$ cat src/rtl/fcv_fifo.sv
module fcv_fifo #(
   parameter type entry_type = logic,
   parameter int  Depth      = 4
) (
   input  logic                         clock,
   input  logic                         reset,
   input  logic                         push,
   input  entry_type                    wr_data,
   output logic                         full,
   input  logic                         pop,
   output logic                         empty,
   output entry_type                    rd_data,
   output logic [$clog2(Depth+1)-1:0]   count
);

   localparam int PtrW = (Depth > 1) ? $clog2(Depth) : 1;
   localparam int CntW = $clog2(Depth + 1);

   entry_type       mem_ff [Depth];
   logic [PtrW-1:0] wr_ptr_ff, wr_ptr_in;
   logic [PtrW-1:0] rd_ptr_ff, rd_ptr_in;
   logic [CntW-1:0] count_ff, count_in;
   logic            do_push, do_pop;

   assign full    = (count_ff == CntW'(Depth));
   assign empty   = (count_ff == '0);
   assign count   = count_ff;
   assign rd_data = mem_ff[rd_ptr_ff];
   assign do_push = push && !full;
   assign do_pop  = pop && !empty;

   always_comb begin
      wr_ptr_in = wr_ptr_ff;
      rd_ptr_in = rd_ptr_ff;
      count_in  = count_ff;
      if (do_push) begin
         wr_ptr_in = (wr_ptr_ff == PtrW'(Depth - 1)) ? '0 : wr_ptr_ff + PtrW'(1);
      end
      if (do_pop) begin
         rd_ptr_in = (rd_ptr_ff == PtrW'(Depth - 1)) ? '0 : rd_ptr_ff + PtrW'(1);
      end
      if (do_push && !do_pop) begin
         count_in = count_ff + CntW'(1);
      end else if (do_pop && !do_push) begin
         count_in = count_ff - CntW'(1);
      end
   end

   always_ff @(posedge clock) begin
      if (reset) begin
         wr_ptr_ff <= '0;
         rd_ptr_ff <= '0;
         count_ff  <= '0;
      end else begin
         wr_ptr_ff <= wr_ptr_in;
         rd_ptr_ff <= rd_ptr_in;
         count_ff  <= count_in;
      end
   end

   always_ff @(posedge clock) begin
      if (do_push) begin
         mem_ff[wr_ptr_ff] <= wr_data;
      end
   end

endmodule

$ cat config.mk
export PLATFORM = sky130hd
export DESIGN_NAME = fcv_fifo
export DESIGN_NICKNAME = d
export VERILOG_FILES = /design/src/rtl/fcv_fifo.sv
export SDC_FILE = /design/constraint.sdc
export NUM_CORES = 1
export LEC_CHECK = 0
export BUFFER_PORTS_ARGS = -buffer_cell sky130_fd_sc_hd__clkbuf_2
export CORE_MARGIN = 4
export CORE_UTILIZATION = 30
export DETAILED_ROUTE_END_ITERATION = 8
export GPL_TIMING_DRIVEN = 0
export PLACE_DENSITY_LB_ADDON = 0.08
export REMOVE_ABC_BUFFERS = 1
export SKIP_CTS_REPAIR_TIMING = 1
export SYNTH_ARGS = -nofsm -noshare
export SYNTH_HDL_FRONTEND = slang
export SYNTH_SLANG_ARGS = --single-unit
$ cat constraint.sdc
create_clock -name clock -period 3.05 [get_ports clock]
set_input_delay 0.305 -clock clock [delete_from_list [all_inputs] [get_ports clock]]
set_output_delay 0.305 -clock clock [all_outputs]
set_load 0.01 [all_outputs]
==> flow_summary.json <==
{
  "detail-route-antenna-nets": 0,
  "grt_max_degree": 9,
  "hold_viol_final": 0,
  "ys_top_cells_by_count": "dfxtp_1 (9), ha_1 (6), and3_1 (4), edfxtp_1 (4)",
  "fmax_ghz": 0.428,
  "p_leak_nw": 0.336,
  "numCtsBuffers": 3,
  "rows": 16,
  "setup_viol": 0,
  "n_antenna_cell": 0,
  "clk_pin_slew_ns": 0.08,
  "synth.avg_cell_area_um2": 11.7,
  "synth_most_common_cell": "dfxtp_1",
  "netlist_top_cells_area": "dfxtp_1 (28%), edfxtp_1 (19%), ha_1 (12%)",
  "wirelength_um": 973,
  "gr-total-overflow": 0,
  "die_y_um": 54.4,
  "cp-end-kind": "flip-flop",
  "cts_tree": "done",
  "period_minus_slack_ns": 2.34,
  "gp_congestion": 0.662,
  "netlist_instances": 55,
  "critical_path_class": "flip-flop to flip-flop",
  "synth_ff_type": "dfxtp_1",
  "clock-skew-final_ns": 0.00693,
  "slew_headroom_pct": 74.2,
  "insertion_delay_ns": 0.27,
  "async_reset_ff_share_pct": 0,
  "numPortBuffers": 10,
  "yosysTopAreaCellShare_pct": 27.9,
  "maxCapViolations": 0,
  "setup_ws_ns": 0.713,
  "tns_ns": 0,
  "core-area_um2": 2000,
  "power.density_nw_per_um2": 758,
  "drcViolationCount": 0,
  "vias_per_cell": 4.39,
  "clock_path_buffers": 2,
  "fp.dieW_um": 54.4,
  "pin_count": 11,
  "tightest_slew_ns": 0.385,
  "fillers": 221,
  "cts.htree.levels": 1,
  "drt_iter0_drc": 3,
  "place_area_um2": 714,
  "holdCritPathClass": "input port to flip-flop",
  "wl_per_cell_um": 10.4,
  "syn-cell-area_um2": 646,
  "grt_pass1_vias": 382,
  "dr.pass1.iters": 4,
  "share_seq_of_total_power_pct": 45.5,
  "yosysUniqueCellTypes": 24,
  "crit_family": "simple AND/OR/NAND/NOR gates",
  "pre_cts_slack_ns": 0.725,
  "peakVddDrop_v": 0.000321,
  "power.switching_w": 0.000193,
  "max_stage_delay_ns": 0.48,
  "ys_warn_count": 0,
  "start_util_pct": 32.2,
  "synthToLayoutAreaGrowth_pct": 14.7,
  "crit_path_top_delay_cell": "dfxtp_1",
  "fin_crit_sh_pct": 76.6,
  "worst-endpoint-arrival_ns": 2.54,
  "route.vias.total": 413,
  "clock-root-buffer": "clkbuf_4",
  "pwr-share-comb_pct": 36.8,
  "track_usage_pct": 8.64,
  "final_layout_size_suffix_gt1_share_pct": 28.4,
  "cp.required_ns": 3.25,
  "synth_top_cell_by_area": "dfxtp_1",
  "grt_pass1_wl_mm": 1.74,
  "post-route-cell-area_um2": 741,
  "status": "finished clean",
  "finalMaxSlewViolations": 0,
  "ys_seq_area_share_pct": 46.5,
  "power.share.clock_pct": 17.7,
  "critPathBufInv": 2,
  "crit_fanout": 7,
  "dp.final_hpwl_um": 776,
  "die-area_um2": 2960,
  "final_nets": 80,
  "intPower_w": 0.000369,
  "cp-start-kind": "flip-flop",
  "synth_edf_count": 4,
  "crit_chain": "or3b_1 -> clkinv_4 -> nor2_2 -> ha_1 -> inv_1 -> fa_1 -> xor2_1 -> or3_1 -> a21oi_1",
  "antenna_found_initial": 0,
  "rsz0062_at_grt": "no",
  "swShare_pct": 34.3,
  "clock_sinks": 13,
  "ys_seq_elements": 13
}
power by group through the flow:
stage | sequential (W) | combinational, W | clock (W)
4_1_cts | 0.000257 | 0.000210 | 0.000107
2_1_floorplan | 0.000259 | 0.000147 | 0
6_report | 0.000255 | 0.000207 | 0.0000996
5_1_grt | 0.000264 | 0.000237 | 0.000120
3_5_place_dp | 0.000261 | 0.000209 | 0
3_3_place_gp | 0.000262 | 0.000210 | 0
cell type report:
cell class / instances / area, um2 / share of cell area, %
sequential: 13 / 300 / 40.5
multi-input combinational: 35 / 293 / 39.5
tap: 27 / 33.8 / 4.56
inverter: 5 / 37.5 / 5.07
timing repair buffer: 10 / 50.0 / 6.76
clock buffer: 4 / 26.3 / 3.55
final timing paths:
| check | startpoint | to | slack, ns | cells after the start |
|---|---|---|---|---|
| worst min-delay path | wr_data | mem_ff[2]$_DFFE_PP_ | 0.26 | 1 |
| worst max register to register | count[0]$_SDFFE_PP0P_ | count[2]$_SDFFE_PP0P_ | 0.71 | 9 |
| worst max-delay path | count[0]$_SDFFE_PP0P_ | count[2]$_SDFFE_PP0P_ | 0.71 | 9 |
| worst min register to register | rd_ptr_ff[0]$_SDFFE_PP0P_ | rd_ptr_ff[0]$_SDFFE_PP0P_ | 0.50 | 2 |
cell usage in the layout, fill, tap and decap left out:
master | netlist | layout
or3b_1 | 1 | 1
bufinv_8 | 1 | 1
dfxtp_1 | 9 | 9
o21ai_0 | 1 | 1
mux4_2 | 1 | 1
ha_1 | 6 | 6
clkbuf_2 | 0 | 10
nand3_1 | 2 | 2
and3_1 | 4 | 4
mux2i_1 | 2 | 2
xor2_1 | 2 | 2
a21oi_1 | 3 | 3
edfxtp_1 | 4 | 4
o21ai_1 | 1 | 1
fa_1 | 1 | 1
or3_1 | 2 | 2
o31ai_2 | 2 | 2
nor3_1 | 2 | 2
nand2_1 | 1 | 1
clkinv_4 | 1 | 1
nor2_1 | 3 | 3
clkbuf_4 | 0 | 3
nor2_2 | 1 | 1
clkbuf_1 | 1 | 1
inv_1 | 3 | 3
kinds of logic (layout without fill, tap and decap cells):
kind of cell | Yosys count | in the layout | share of synthesized area (%)
AND/OR/NAND/NOR | 16 | 16 | 13.6
flip-flops | 13 | 13 | 46.5
adder cells (fa/ha/maj) | 7 | 7 | 14.7
AO/OA/AOI/OAI | 7 | 7 | 7.75
buffers and inverters | 7 | 19 | 8.14
multiplexers | 3 | 3 | 6.59
XOR/XNOR | 2 | 2 | 2.71
layer usage:
layer	vias up	global-route usage (%)	part of all wire, %
li1	217	-	-
met1	192	10.1	48
met2	4	12.5	48
met3	0	5.18	4.0
met4	0	3.73	0
met5	-	0	0
stage by stage:
| step | hold WS (ns) | util [%] | cells | power (W) |
|---|---|---|---|---|
| 2_1_floorplan | 0.374 | - | 53 | 0.000406 |
| 3_3_place_gp | 0.487 | 35.7 | 90 | 0.000471 |
| 3_5_place_dp | 0.493 | 35.7 | 90 | 0.000470 |
| 4_1_cts | 0.252 | 37.0 | 94 | 0.000575 |
| 5_1_grt | 0.244 | 37.0 | 94 | 0.000620 |
| 6_report | 0.262 | 37.0 | 94 | 0.000561 |
worst register-to-register path, delay by kind of cell (launching register included):
kind | cells | cell delay [ns]
and+or+nand+nor | 3 | 0.77
DFF | 1 | 0.48
buffers and inverters | 2 | 0.15
AOI/OAI and AO/OA | 1 | 0.14
xor gates and xnor gates | 1 | 0.16
adders and majority gates | 2 | 0.58
No activity file was read; power rests on OpenSTA's default activity.
